File: config.mk
export PLATFORM = sky130hd
export DESIGN_NAME = quad_encoder_velocity_estimator_top
export DESIGN_NICKNAME = d
export VERILOG_FILES = /design/src/hdl/qenc_pkg.sv /design/src/hdl/qenc_fold.sv /design/src/hdl/qenc_div.sv /design/src/hdl/quad_encoder_velocity_estimator_top.sv
export SDC_FILE = /design/constraint.sdc
export NUM_CORES = 2
export LEC_CHECK = 0
export ABC_AREA = 1
export BUFFER_PORTS_ARGS = -buffer_cell sky130_fd_sc_hd__buf_2
export CAP_MARGIN = 25
export CORE_MARGIN = 2
export CORE_UTILIZATION = 55
export CTS_BUF_LIST = sky130_fd_sc_hd__clkbuf_4
export DETAILED_ROUTE_END_ITERATION = 12
export MAX_ROUTING_LAYER = met4
export PLACE_DENSITY = 0.73
export SETUP_SLACK_MARGIN = 0.15
export SLEW_MARGIN = 20
export SYNTH_ARGS = -nofsm -noshare
export SYNTH_HDL_FRONTEND = slang
export SYNTH_HIERARCHICAL = 1
export SYNTH_SLANG_ARGS = --single-unit
File: constraint.sdc
create_clock -name clk -period 14.7 [get_ports clk]
set_input_delay 3.675 -clock clk [delete_from_list [all_inputs] [get_ports clk]]
set_output_delay 3.675 -clock clk [all_outputs]
set_load 0.01 [all_outputs]
File: src/hdl/qenc_pkg.sv
// Shared types, widths and constants for the quadrature encoder velocity estimator.
`timescale 1ns / 1ps

package qenc_pkg;

	localparam int WIDE_BITS_DEF   = 32;
	localparam int NARROW_BITS_DEF = 16;

	localparam int NUM_CH     = 4;
	localparam int CH_W       = 2;
	localparam int CNT_W      = 32;
	localparam int PPR_W      = 16;
	localparam int CIRC_W     = 24;
	localparam int DIR_W      = 4;
	localparam int DT_W       = 24;
	localparam int CFG_IDX_W  = 2;
	localparam int CFG_DATA_W = 24;

	// shared multiplier: count magnitude x circumference, or ppr x dt
	localparam int MUL_A_W = 32;
	localparam int MUL_B_W = 24;
	localparam int MUL_P_W = MUL_A_W + MUL_B_W;

	// dividend: magnitude (<= 2^31) * circumference (< 2^24) * 1000 (< 2^10)
	localparam int NUM_W = 65;
	// divisor: 4 * ppr (< 2^16) * dt (< 2^24)
	localparam int DEN_W = 42;
	localparam int QUO_W = 32;

	localparam logic [CFG_IDX_W-1:0] CFG_PPR  = 2'd0;
	localparam logic [CFG_IDX_W-1:0] CFG_CIRC = 2'd1;
	localparam logic [CFG_IDX_W-1:0] CFG_DIR  = 2'd2;

	localparam logic [PPR_W-1:0]  PPR_RST  = 16'd500;
	localparam logic [CIRC_W-1:0] CIRC_RST = 24'd314159;
	localparam logic [DIR_W-1:0]  DIR_RST  = 4'd0;

	typedef enum logic [3:0] {
		ST_IDLE,
		ST_DEN,
		ST_FOLD,
		ST_MUL,
		ST_SCALE,
		ST_DIV_GO,
		ST_DIV_WAIT,
		ST_OUT
	} st_t;

	typedef struct packed {
		logic [CNT_W-1:0]        now_m;
		logic signed [CNT_W-1:0] delta;
		logic [CNT_W-1:0]        mag;
		logic                    neg;
	} fold_res_t;

	typedef struct packed {
		logic [QUO_W-1:0] quo;
		logic             ovf;
		logic             busy;
		logic             done;
	} div_stat_t;

endpackage

File: src/hdl/qenc_fold.sv
// Wraparound fold, direction correction and clamp of one channel's count change.
`timescale 1ns / 1ps

module qenc_fold #(
	parameter int WIDE_BITS   = qenc_pkg::WIDE_BITS_DEF,
	parameter int NARROW_BITS = qenc_pkg::NARROW_BITS_DEF
) (
	input  logic                         narrow,
	input  logic [qenc_pkg::CNT_W-1:0]   now,
	input  logic [qenc_pkg::CNT_W-1:0]   last,
	input  logic                         negate,
	output qenc_pkg::fold_res_t          res
);

	localparam int DW = qenc_pkg::CNT_W + 2;
	localparam logic [qenc_pkg::CNT_W-1:0] WMASK =
		qenc_pkg::CNT_W'((64'd1 << WIDE_BITS) - 64'd1);
	localparam logic [qenc_pkg::CNT_W-1:0] NMASK =
		qenc_pkg::CNT_W'((64'd1 << NARROW_BITS) - 64'd1);
	localparam logic signed [DW-1:0] WHALF = DW'(64'd1 << (WIDE_BITS - 1));
	localparam logic signed [DW-1:0] NHALF = DW'(64'd1 << (NARROW_BITS - 1));
	localparam logic signed [DW-1:0] POS_LIM = DW'(64'h7FFF_FFFF);
	localparam logic signed [DW-1:0] NEG_LIM = -DW'(64'h8000_0000);

	logic [qenc_pkg::CNT_W-1:0] now_m;
	logic signed [DW-1:0]       half;
	logic signed [DW-1:0]       period;
	logic signed [DW-1:0]       raw;
	logic signed [DW-1:0]       fd;
	logic signed [DW-1:0]       sd;
	logic signed [DW-1:0]       mag_w;

	always_comb begin
		now_m  = now & (narrow ? NMASK : WMASK);
		half   = narrow ? NHALF : WHALF;
		period = half <<< 1;
		raw    = $signed({2'b00, now_m}) - $signed({2'b00, last});
		if (raw > half) begin
			fd = raw - period;
		end else if (raw < -half) begin
			fd = raw + period;
		end else begin
			fd = raw;
		end
		sd = negate ? -fd : fd;
		// only a full half period on a 32-bit counter reaches these
		if (sd > POS_LIM) begin
			sd = POS_LIM;
		end else if (sd < NEG_LIM) begin
			sd = NEG_LIM;
		end
		mag_w     = sd[DW-1] ? -sd : sd;
		res.now_m = now_m;
		res.delta = sd[qenc_pkg::CNT_W-1:0];
		res.mag   = mag_w[qenc_pkg::CNT_W-1:0];
		res.neg   = sd[DW-1];
	end

endmodule

File: src/hdl/qenc_div.sv
// Restoring divider, one quotient bit per cycle, with quotient overflow flag.
`timescale 1ns / 1ps

module qenc_div (
	input  logic                        clk,
	input  logic                        arst_n,
	input  logic                        start,
	input  logic [qenc_pkg::NUM_W-1:0]  num,
	input  logic [qenc_pkg::DEN_W-1:0]  den,
	output qenc_pkg::div_stat_t         stat
);

	localparam int QW = qenc_pkg::QUO_W;
	localparam int DW = qenc_pkg::DEN_W;
	localparam int CW = $clog2(QW);

	logic          busy_q;
	logic          done_q;
	logic [CW-1:0] cnt_q;
	logic [DW-1:0] rem_q;
	logic [DW-1:0] den_q;
	logic [QW-1:0] lo_q;
	logic [QW-1:0] quo_q;
	logic          ovf_q;

	logic [DW:0]   trial;
	logic [DW+1:0] diff;
	logic          ge;
	logic [DW:0]   hi_ext;

	always_comb begin
		trial  = {rem_q, lo_q[QW-1]};
		diff   = {1'b0, trial} - (DW + 2)'(den_q);
		ge     = ~diff[DW+1];
		hi_ext = (DW + 1)'(num[qenc_pkg::NUM_W-1:QW]);
	end

	always_ff @(posedge clk or negedge arst_n) begin
		if (!arst_n) begin
			busy_q <= 1'b0;
			done_q <= 1'b0;
			cnt_q  <= '0;
		end else begin
			if (start) begin
				busy_q <= 1'b1;
				done_q <= 1'b0;
				cnt_q  <= CW'(QW - 1);
			end else if (busy_q) begin
				done_q <= (cnt_q == '0);
				if (cnt_q == '0) begin
					busy_q <= 1'b0;
				end else begin
					cnt_q <= cnt_q - 1'b1;
				end
			end else begin
				done_q <= 1'b0;
			end
		end
	end

	always_ff @(posedge clk) begin
		if (start) begin
			// quotient needs more than QW bits when the high part already holds den
			ovf_q <= hi_ext >= {1'b0, den};
			rem_q <= DW'(num[qenc_pkg::NUM_W-1:QW]);
			lo_q  <= num[QW-1:0];
			den_q <= den;
			quo_q <= '0;
		end else if (busy_q) begin
			rem_q <= ge ? diff[DW-1:0] : trial[DW-1:0];
			lo_q  <= {lo_q[QW-2:0], 1'b0};
			quo_q <= {quo_q[QW-2:0], ge};
		end
	end

	assign stat.quo  = quo_q;
	assign stat.ovf  = ovf_q;
	assign stat.busy = busy_q;
	assign stat.done = done_q;

endmodule

File: src/hdl/quad_encoder_velocity_estimator_top.sv
// Top level: sequencer, shared multiplier and state of the encoder velocity estimator.
`timescale 1ns / 1ps

// Four-channel quadrature encoder delta and speed estimator.
// Input channel (in_valid/in_ready): one beat carries four raw counter readings and
// elapsed_us. A beat with elapsed_us of zero is taken and dropped: no result, no state
// change. Output channel (out_valid/out_ready): one beat per useful input beat with the
// four direction-corrected deltas and four speeds in mm/s (truncated, saturated).
// Config port (cfg_we/cfg_index/cfg_data): 0 pulses_per_rev, 1 wheel_circumference_um,
// 2 direction_mask; other indexes are dropped. Write only while idle.
// Steps: one state forms ppr x dt; then, per channel, the fold, multiply, scale and
// divider start states run, followed by the 32-step restoring divider; a final state
// loads the output register, and only then is a new input beat taken.
// in_ready is high only while the sequencer is idle. The result sits in an output
// register, so a stalled receiver holds that beat while the next item is computed;
// that item then waits in the final state until the output register frees up.
// Reset: stored previous counts go to zero, registers to 500 / 314159 / 0, both
// channels empty.
module quad_encoder_velocity_estimator_top #(
	parameter int WIDE_COUNTER_BITS   = qenc_pkg::WIDE_BITS_DEF,
	parameter int NARROW_COUNTER_BITS = qenc_pkg::NARROW_BITS_DEF
) (
	input  logic                                clk,
	input  logic                                arst_n,
	input  logic                                cfg_we,
	input  logic [qenc_pkg::CFG_IDX_W-1:0]      cfg_index,
	input  logic [qenc_pkg::CFG_DATA_W-1:0]     cfg_data,
	input  logic                                in_valid,
	output logic                                in_ready,
	input  logic [31:0]                         count_ch0,
	input  logic [15:0]                         count_ch1,
	input  logic [15:0]                         count_ch2,
	input  logic [31:0]                         count_ch3,
	input  logic [23:0]                         elapsed_us,
	output logic                                out_valid,
	input  logic                                out_ready,
	output logic signed [31:0]                  delta_ch0,
	output logic signed [16:0]                  delta_ch1,
	output logic signed [16:0]                  delta_ch2,
	output logic signed [31:0]                  delta_ch3,
	output logic signed [31:0]                  speed_ch0,
	output logic signed [31:0]                  speed_ch1,
	output logic signed [31:0]                  speed_ch2,
	output logic signed [31:0]                  speed_ch3
);

	localparam int NCH = qenc_pkg::NUM_CH;
	localparam int CW  = qenc_pkg::CNT_W;
	localparam int QW  = qenc_pkg::QUO_W;

	qenc_pkg::st_t state_q, state_d;

	logic [qenc_pkg::CH_W-1:0]   ch_q;
	logic [qenc_pkg::PPR_W-1:0]  ppr_q;
	logic [qenc_pkg::CIRC_W-1:0] circ_q;
	logic [qenc_pkg::DIR_W-1:0]  dir_q;
	logic [qenc_pkg::DT_W-1:0]   dt_q;
	logic [CW-1:0]               cnt_in_q [NCH];
	logic [CW-1:0]               prev_q   [NCH];
	logic signed [CW-1:0]        delta_q  [NCH];
	logic signed [QW-1:0]        speed_q  [NCH];
	logic [qenc_pkg::DEN_W-1:0]  den_q;
	logic [CW-1:0]               mag_q;
	logic                        neg_q;
	logic [qenc_pkg::MUL_P_W-1:0] prod_q;
	logic [qenc_pkg::NUM_W-1:0]  num_q;
	logic                        out_valid_q;

	logic                        in_acc;
	logic                        den_sel;
	logic                        fold_we;
	logic                        mul_we;
	logic                        scale_we;
	logic                        div_start;
	logic                        spd_we;
	logic                        out_load;
	logic                        last_ch;

	logic [qenc_pkg::PPR_W-1:0]   ppr_eff;
	logic [qenc_pkg::MUL_A_W-1:0] mul_a;
	logic [qenc_pkg::MUL_B_W-1:0] mul_b;
	logic [qenc_pkg::MUL_P_W-1:0] mul_p;
	logic [qenc_pkg::NUM_W-1:0]   prod_x;
	logic [qenc_pkg::NUM_W-1:0]   scaled;
	logic [QW-1:0]                lim;
	logic [QW-1:0]                smag;
	logic [QW-1:0]                sval;

	qenc_pkg::fold_res_t fold_res;
	qenc_pkg::div_stat_t div_stat;

	// ---------------- sequencer ----------------
	always_comb begin
		last_ch = (ch_q == qenc_pkg::CH_W'(NCH - 1));
		state_d = state_q;
		case (state_q)
			qenc_pkg::ST_IDLE: begin
				if (in_valid && elapsed_us != '0) state_d = qenc_pkg::ST_DEN;
			end
			qenc_pkg::ST_DEN:    state_d = qenc_pkg::ST_FOLD;
			qenc_pkg::ST_FOLD:   state_d = qenc_pkg::ST_MUL;
			qenc_pkg::ST_MUL:    state_d = qenc_pkg::ST_SCALE;
			qenc_pkg::ST_SCALE:  state_d = qenc_pkg::ST_DIV_GO;
			qenc_pkg::ST_DIV_GO: state_d = qenc_pkg::ST_DIV_WAIT;
			qenc_pkg::ST_DIV_WAIT: begin
				if (div_stat.done) state_d = last_ch ? qenc_pkg::ST_OUT : qenc_pkg::ST_FOLD;
			end
			qenc_pkg::ST_OUT: begin
				if (!out_valid_q || out_ready) state_d = qenc_pkg::ST_IDLE;
			end
			default: state_d = qenc_pkg::ST_IDLE;
		endcase
	end

	always_comb begin
		in_ready  = 1'b0;
		den_sel   = 1'b0;
		fold_we   = 1'b0;
		mul_we    = 1'b0;
		scale_we  = 1'b0;
		div_start = 1'b0;
		spd_we    = 1'b0;
		out_load  = 1'b0;
		case (state_q)
			qenc_pkg::ST_IDLE:     in_ready  = 1'b1;
			qenc_pkg::ST_DEN:      den_sel   = 1'b1;
			qenc_pkg::ST_FOLD:     fold_we   = 1'b1;
			qenc_pkg::ST_MUL:      mul_we    = 1'b1;
			qenc_pkg::ST_SCALE:    scale_we  = 1'b1;
			qenc_pkg::ST_DIV_GO:   div_start = 1'b1;
			qenc_pkg::ST_DIV_WAIT: spd_we    = div_stat.done;
			qenc_pkg::ST_OUT:      out_load  = !out_valid_q || out_ready;
			default: ;
		endcase
	end

	assign in_acc = in_valid && in_ready;

	always_ff @(posedge clk or negedge arst_n) begin
		if (!arst_n) begin
			state_q <= qenc_pkg::ST_IDLE;
			ch_q    <= '0;
		end else begin
			state_q <= state_d;
			if (den_sel) begin
				ch_q <= '0;
			end else if (spd_we) begin
				ch_q <= ch_q + 1'b1;
			end
		end
	end

	// ---------------- configuration ----------------
	always_ff @(posedge clk or negedge arst_n) begin
		if (!arst_n) begin
			ppr_q  <= qenc_pkg::PPR_RST;
			circ_q <= qenc_pkg::CIRC_RST;
			dir_q  <= qenc_pkg::DIR_RST;
		end else if (cfg_we) begin
			case (cfg_index)
				qenc_pkg::CFG_PPR:  ppr_q  <= cfg_data[qenc_pkg::PPR_W-1:0];
				qenc_pkg::CFG_CIRC: circ_q <= cfg_data[qenc_pkg::CIRC_W-1:0];
				qenc_pkg::CFG_DIR:  dir_q  <= cfg_data[qenc_pkg::DIR_W-1:0];
				default: ;
			endcase
		end
	end

	// ---------------- input capture and previous counts ----------------
	always_ff @(posedge clk) begin
		if (in_acc) begin
			cnt_in_q[0] <= count_ch0;
			cnt_in_q[1] <= CW'(count_ch1);
			cnt_in_q[2] <= CW'(count_ch2);
			cnt_in_q[3] <= count_ch3;
			dt_q        <= elapsed_us;
		end
	end

	always_ff @(posedge clk or negedge arst_n) begin
		if (!arst_n) begin
			for (int i = 0; i < NCH; i++) prev_q[i] <= '0;
		end else if (fold_we) begin
			prev_q[ch_q] <= fold_res.now_m;
		end
	end

	qenc_fold #(
		.WIDE_BITS   (WIDE_COUNTER_BITS),
		.NARROW_BITS (NARROW_COUNTER_BITS)
	) u_fold (
		.narrow (ch_q == qenc_pkg::CH_W'(1) || ch_q == qenc_pkg::CH_W'(2)),
		.now    (cnt_in_q[ch_q]),
		.last   (prev_q[ch_q]),
		.negate (dir_q[ch_q]),
		.res    (fold_res)
	);

	// ---------------- shared multiplier and x1000 scaling ----------------
	always_comb begin
		ppr_eff = (ppr_q == '0) ? qenc_pkg::PPR_W'(1) : ppr_q;
		mul_a   = den_sel ? qenc_pkg::MUL_A_W'(ppr_eff) : mag_q;
		mul_b   = den_sel ? dt_q : circ_q;
		mul_p   = qenc_pkg::MUL_P_W'(mul_a) * qenc_pkg::MUL_P_W'(mul_b);
		prod_x  = qenc_pkg::NUM_W'(prod_q);
		scaled  = (prod_x << 10) - (prod_x << 4) - (prod_x << 3);
	end

	always_ff @(posedge clk) begin
		if (den_sel) begin
			den_q <= {mul_p[qenc_pkg::DEN_W-3:0], 2'b00};
		end
		if (fold_we) begin
			delta_q[ch_q] <= fold_res.delta;
			mag_q         <= fold_res.mag;
			neg_q         <= fold_res.neg;
		end
		if (mul_we) begin
			prod_q <= mul_p;
		end
		if (scale_we) begin
			num_q <= scaled;
		end
		if (spd_we) begin
			speed_q[ch_q] <= sval;
		end
	end

	// ---------------- divider and speed saturation ----------------
	qenc_div u_div (
		.clk    (clk),
		.arst_n (arst_n),
		.start  (div_start),
		.num    (num_q),
		.den    (den_q),
		.stat   (div_stat)
	);

	always_comb begin
		lim  = neg_q ? 32'h8000_0000 : 32'h7FFF_FFFF;
		smag = (div_stat.ovf || div_stat.quo > lim) ? lim : div_stat.quo;
		sval = neg_q ? (32'd0 - smag) : smag;
	end

	// ---------------- output register ----------------
	always_ff @(posedge clk or negedge arst_n) begin
		if (!arst_n) begin
			out_valid_q <= 1'b0;
		end else if (out_load) begin
			out_valid_q <= 1'b1;
		end else if (out_ready) begin
			out_valid_q <= 1'b0;
		end
	end

	always_ff @(posedge clk) begin
		if (out_load) begin
			delta_ch0 <= delta_q[0];
			delta_ch1 <= delta_q[1][16:0];
			delta_ch2 <= delta_q[2][16:0];
			delta_ch3 <= delta_q[3];
			speed_ch0 <= speed_q[0];
			speed_ch1 <= speed_q[1];
			speed_ch2 <= speed_q[2];
			speed_ch3 <= speed_q[3];
		end
	end

	assign out_valid = out_valid_q;

	// ---------------- assertions ----------------
	a_div_only_in_wait: assert property (@(posedge clk) disable iff (!arst_n)
		div_stat.busy |-> state_q == qenc_pkg::ST_DIV_WAIT)
		else $error("divider busy outside its wait state");

	a_zero_dt_dropped: assert property (@(posedge clk) disable iff (!arst_n)
		in_valid && in_ready && elapsed_us == '0 |=> state_q == qenc_pkg::ST_IDLE)
		else $error("zero elapsed time beat started a computation");

	a_narrow_range: assert property (@(posedge clk) disable iff (!arst_n)
		out_valid |-> delta_ch1 >= -17'sd32768 && delta_ch1 <= 17'sd32768)
		else $error("narrow channel delta out of half-period range");

	a_zero_delta_zero_speed: assert property (@(posedge clk) disable iff (!arst_n)
		out_valid && delta_ch0 == '0 |-> speed_ch0 == '0)
		else $error("nonzero speed for zero delta");

endmodule

==> out/results.ini <==
[outcome]
status=finished clean

[sta]
rsz0062_at_grt=false
setup_slack_ps=4116
fmax_mhz=94.48
tightest_slew_ps=1184
period_needed_ps=10580
fin_crit_sh_pct=72.00
drv_slew=0
finalHoldViolations=0
skew_ps=140.4
setup_viol=0
setup_tns_ps=0
slew_headroom_pct=21.06

[logic_synthesis]
syn_area_um2=81070
avgSynthCellArea_um2=8.942
synthCells=9066
yosys_warnings=6

[setup_path]
rrSetupSlack_ps=4120
worstSetupEndpointType=register
r2r_cells=49
cp.required_ps=15650
rr_startpoint=ch_q[0]
crit_path_top_delay_cell=dfrtp_4
r2r_end=mag_q[16]
worst-setup-path-type=register to register
crit_family=simple AND/OR/NAND/NOR gates
path_max_fanout=61
start_kind=register
crit_buf_inv=10
cpPeakStageDelay_ps=800
cp.arrival_ps=11540
cp_common_cell=nand2_1

[clock_network]
cts.sinks=1097
numCtsBuffers=302
cts_tree=built
hold_buffers=0
cts-root-buf=clkbuf_4
clockBufferDepth=4
clk_pin_slew_worst_paths_ps=70
clock_latency_ps=1260
cts_setup_buffers=0
cts-htree-levels=5
cts_resized=0

[placement]
hpwl_um=194200
place_ws_ps=4309
port_buffers=378
gp_congestion=1.044

[flow_run]
max_cap_violations=0

[detailed_routing]
ant_nets=0
drt_iter0_markers=5370
vias=63970
drc=0
drtPass1Iterations=6
viasPerCell=5.461
routed_wl_um=245100
avgRoutedWirePerCell_um=20.92

[global_routing]
globalRouteOverflowTotal=0
grt_pass1_vias=64410
antenna_found_initial=10
grt_max_degree=171
grt_first_pass_wirelength_um=376100
grt_usage_pct=33.89

[hold_path]
hp-start=speed_q[1][16]
min_path_cells=0
hold_end=speed_ch1[16]
hold_class=register to register

[final_layout]
area_growth_pct=9.510
final_common_cell=nand2_1
final_cell_mix=2073 x nand2_1, 1704 x inv_1, 927 x nor2_1
drive_above_1_share_pct=12.18
fin_nets=10860
nFillCells=12650

[floorplanning]
top_level_ports=379
die_w_um=387.9
start_util_pct=55.56
fp.dieH_um=387.9
row_count=140
die-area_um2=150500
fp.coreArea_um2=145900

## metal layers
metal	routed length (um)	vias to the layer above	track usage, %
met1	99980	30890	44.08
met5	0	-	-
li1	-	29650	-
met4	10500	0	13.53
met2	113200	2871	52.49
met3	21370	557	6.594
## through the flow
| step | utilization, % | std cells | area [um^2] | hold slack [ps] |
|---|---|---|---|---|
| after global routing | 60.84 | 11710 | 88770 | 322.6 |
| after CTS | 60.80 | 11700 | 88710 | 316.6 |
| after global placement | 58.19 | 11180 | 84910 | 400.8 |
| final | 60.84 | 11710 | 88780 | 326.9 |
| after detailed placement | 58.25 | 11180 | 84990 | 404.5 |
| after floorplan | - | 9072 | 81090 | 400.3 |
## how the worst max path moves through the flow
stage	from	to	cells past startpoint	slack, ps
after floorplan	out_ready	delta_ch0[0]	2	690
after global placement	ch_q[0]	mag_q[26]	44	4390
final	ch_q[0]	mag_q[16]	49	4120
after global routing	ch_q[0]	mag_q[16]	50	3200
after detailed placement	ch_q[0]	mag_q[16]	45	4310
after CTS	ch_q[0]	mag_q[16]	45	4270
## final cells by class
cell class | instances | area (um^2) | area share [%]
Inverter | 1764 | 6631 | 7.470
Antenna cell | 14 | 35.03 | 0.03946
Clock buffer | 446 | 3348 | 3.771
Multi-Input combinational cell | 5943 | 41750 | 47.03
Sequential cell | 1097 | 31630 | 35.63
Clock inverter | 71 | 374.1 | 0.4214
Timing Repair Buffer | 462 | 2610 | 2.940
Tap cell | 1917 | 2399 | 2.702
## state kept, by name, indices dropped and copies added, names as in the netlist, 40 cells and up
| name | flops |
|---|---|
| delta_q | 98 |
| speed_q | 128 |
| u_div/den_q | 42 |
| cnt_in_q | 96 |
| den_q | 40 |
| prod_q | 56 |
| prev_q | 128 |
| u_div/rem_q | 42 |
| num_q | 62 |
Power is left out: the tool's default activity adds up to more than one toggle a clock period on the data nets, which glitch-free logic cannot reach.
